## config.mk

```make
export PLATFORM = sky130hd
export DESIGN_NAME = vbds_ram
export DESIGN_NICKNAME = d
export VERILOG_FILES = /design/src/sv/vbds_ram.sv
export SDC_FILE = /design/constraint.sdc
export NUM_CORES = 1
export LEC_CHECK = 0
export BUFFER_PORTS_ARGS = -buffer_cell sky130_fd_sc_hd__buf_2
export CORE_MARGIN = 8
export CORE_UTILIZATION = 50
export CTS_BUF_LIST = sky130_fd_sc_hd__clkbuf_8
export CTS_CLUSTER_DIAMETER = 30
export DETAILED_ROUTE_END_ITERATION = 8
export PLACE_DENSITY = 0.66
export SLEW_MARGIN = 20
export SYNTH_ARGS = -nofsm -noshare
export SYNTH_HDL_FRONTEND = slang
export SYNTH_SLANG_ARGS = --single-unit
```

## constraint.sdc

```tcl
create_clock -name clk -period 4.8 [get_ports clk]
set_input_delay 0.72 -clock clk [delete_from_list [all_inputs] [get_ports clk]]
set_output_delay 0.72 -clock clk [all_outputs]
set_load 0.1 [all_outputs]
```

## src/sv/vbds_ram.sv

```systemverilog
// Generic single-port-write, single-port-read RAM with registered read.
// No dependencies.
module vbds_ram #(
	parameter int unsigned Width = 8,
	parameter int unsigned Depth = 16
) (
	input  logic                     clk,
	input  logic                     wr_en,
	input  logic [$clog2(Depth)-1:0] wr_addr,
	input  logic [Width-1:0]         wr_data,
	input  logic [$clog2(Depth)-1:0] rd_addr,
	output logic [Width-1:0]         rd_data
);
	logic [Width-1:0] mem [Depth];

	always_ff @(posedge clk) begin
		if (wr_en) begin
			mem[wr_addr] <= wr_data;
		end
		rd_data <= mem[rd_addr];
	end
endmodule

```

==> flow_summary.yaml <==
route:
  wire_per_inst_um: 23.08
  drc: 0
  drt_first_pass_iters: 4
  finalWirelength_um: 9554
  viasPerCell: 5.742
  first_iter_violations: 185
  drtAntennaViolNets: 0
  vias: 2377
worst_setup_path:
  path_buf_inv: 1
  crit_path_top_delay_cell: "mux4_1"
  crit_chain: "buf_4 -> mux4_1 -> a22oi_1 -> nand2_1"
  end_kind: "flop"
  rr_worst_depth: 3
  crit_type: "in2reg"
  max_stage_delay_ps: 620
  cp_num_cells: 4
  crit_arrival_ps: 2310
  cp_top_family: "multiplexers"
  crit_path_max_fanout: 32
  crit_required_ps: 5090
  startpoint_type: "input port"
grt:
  grt-ovfl-total: 0
  grt.total_usage_pct: 14.37
  antenna_found_initial: 0
  grt_pass1_wl_um: 14550
  grt_max_degree: 33
  grt_pass1_vias: 2472
sta:
  fin_skew_ps: 12.02
  max_freq_mhz: 496.1
  tightest_slew_ps: 947.2
  fin_crit_sh_pct: 41.99
  slew_viol_final: 0
  setup_viol: 0
  min_period_ps: 2016
  slew-limit-headroom_pct: 36.62
  tns_ps: 0
  hold_viol: 0
  grt_setup_unrepaired: "no"
floorplanning:
  die_area_sq_um: 13800
  ioPinCount: 26
  rows: 37
  die_h_um: 117.5
  initial_core_util_pct: 50.77
  core_area_sq_um: 10140
  die_x_um: 117.5
synthesis:
  synth_area_sq_um: 5147
  synth_warnings: 0
  syn_inst: 229
  syn-num-nets: 247
  ys_ff_latch: 136
  ys_seq_area_share_pct: 77.78
  ys_types: 19
  synth_area_per_cell_sq_um: 22.48
power:
  p_per_area_nw_per_um2: 431.7
  ir_drop_mv: 0.2994
  power_leakage_nw: 1.933
placement:
  io_buffers: 25
  place_hpwl_um: 5933
  place.gp.congestion: 0.7147
cts:
  clk_path_buf_depth: 2
  insertion_delay_ps: 420
  clock_sinks: 136
  cts.clk_slew.worst_paths_ps: 70
  hold_buffers: 0
  cts_made_buffers: 17
  cts_resized: 0
  cts-htree-levels: 4
  clockRootBuffer: "clkbuf_8"
  post-cts-setup-buffers: 0
  cts_tree: "built"
final_layout:
  num_antenna_cells: 0
  syn2layout_area_growth_pct: 13.10
  layout.nets: 283
  final_util_pct: 57.42
  layout-drive-gt1-share_pct: 28.06
hold_path:
  hold_path_depth: 3
  hp-class: "reg2reg"
flow_run:
  drv_cap: 0
run_status:
  status: "complete, no violations"
==> cell usage in the layout (no fill, tap or decap), types with 2 or more instances in the layout <==
| master | count |
|---|---|
| nor3_1 | 2 |
| clkbuf_8 | 19 |
| nand2b_1 | 2 |
| buf_2 | 24 |
| nor3_2 | 2 |
| mux4_1 | 14 |
| bufinv_16 | 4 |
| edfxtp_1 | 128 |
| mux4_2 | 18 |
| a22oi_1 | 16 |
| buf_4 | 3 |
| clkinv_4 | 2 |
| nand3b_1 | 2 |
| clkinv_2 | 3 |
| nor2_1 | 13 |
| nand2_1 | 9 |
| dfxtp_1 | 8 |
==> power breakdown <==
group	switching (mW)	total [mW]	leakage, nW	internal [mW]
combinational	0.125	0.172	0.484	0.0476
clock	0.415	1.01	0.225	0.591
sequential	0.00840	1.33	1.22	1.33
==> sequential cells by signal, summed over array words and instances (netlist names) <==
signal,flops
mem,128
rd_data,8
==> final timing paths <==
path | start | endpoint | slack (ps)
worst min register to register | mem[14][6] | rd_data[6] | 670
worst max-delay path | rd_addr[0] | rd_data[1] | 2780
worst min-delay path | mem[14][6] | rd_data[6] | 670
worst max register to register | mem[9][1] | rd_data[1] | 3380
==> metrics by stage <==
stage          cells  hold slack [ps]  power [mW]  setup slack [ps]  instance area [sq um]
4_1_cts          414            668.2       2.526              2474                   5819
3_5_place_dp     382            664.7       1.535              2026                   5381
5_1_grt          414            671.7       2.591              2718                   5822
2_1_floorplan    229            629.3       1.483              2587                   5147
3_3_place_gp     382            658.6       1.532              1987                   5376
6_report         414            669.6       2.513              2784                   5822
==> worst reg2reg max path, stage by stage (launching register included) <==
cell and delay, ps:
edfxtp_1 350, mux4_1 500, a22oi_1 370, nand2_1 80
==> cell type report <==
| type | instances | area [sq um] |
|---|---|---|
| clock buffers | 19 | 261.5 |
| clock inverters | 13 | 176.4 |
| fillers | 731 | 4317 |
| multi-input cells | 83 | 1067 |
| flip-flops and latches | 136 | 4004 |
| well taps | 136 | 170.2 |
| repair buffers | 27 | 142.6 |
==> layer usage <==
layer | vias to the layer above | GRT usage (%) | share of wire (%)
li1 | 1047 | - | -
met1 | 1263 | 19.25 | 46
met2 | 62 | 22.01 | 48
met3 | 5 | 4.748 | 5.1
met4 | 0 | 4.083 | 0.54
met5 | - | 0 | 0
==> synth_stat cells <==
library cell,n,share of area (%)
nand2b_1,2,0.24
and2_1,1,0.12
or3b_2,1,0.17
mux4_1,14,7.1
nor2_1,13,0.95
clkdlybuf4s25_2,3,0.58
buf_4,1,0.15
nand3_1,1,0.097
edfxtp_1,128,75
nand2_1,9,0.66
buf_2,3,0.29
buf_6,3,0.66
nor2b_1,1,0.12
mux4_2,18,7.9
nand3b_1,2,0.29
nor3_1,4,0.39
and2b_1,1,0.15
dfxtp_1,8,3.1
a22oi_1,16,2.3
==> cell families (layout without fill, tap and decap cells) <==
family                 count (synthesis)  in the layout  synth area share [%]
and+or+nand+nor                       35             35                 3.184
buffers and inverters                 10             59                 1.677
DFF                                  136            136                 77.78
muxes                                 32             32                 15.02
AOI/OAI and AO/OA                     16             16                 2.334
No activity file was read; power rests on OpenSTA's default activity.
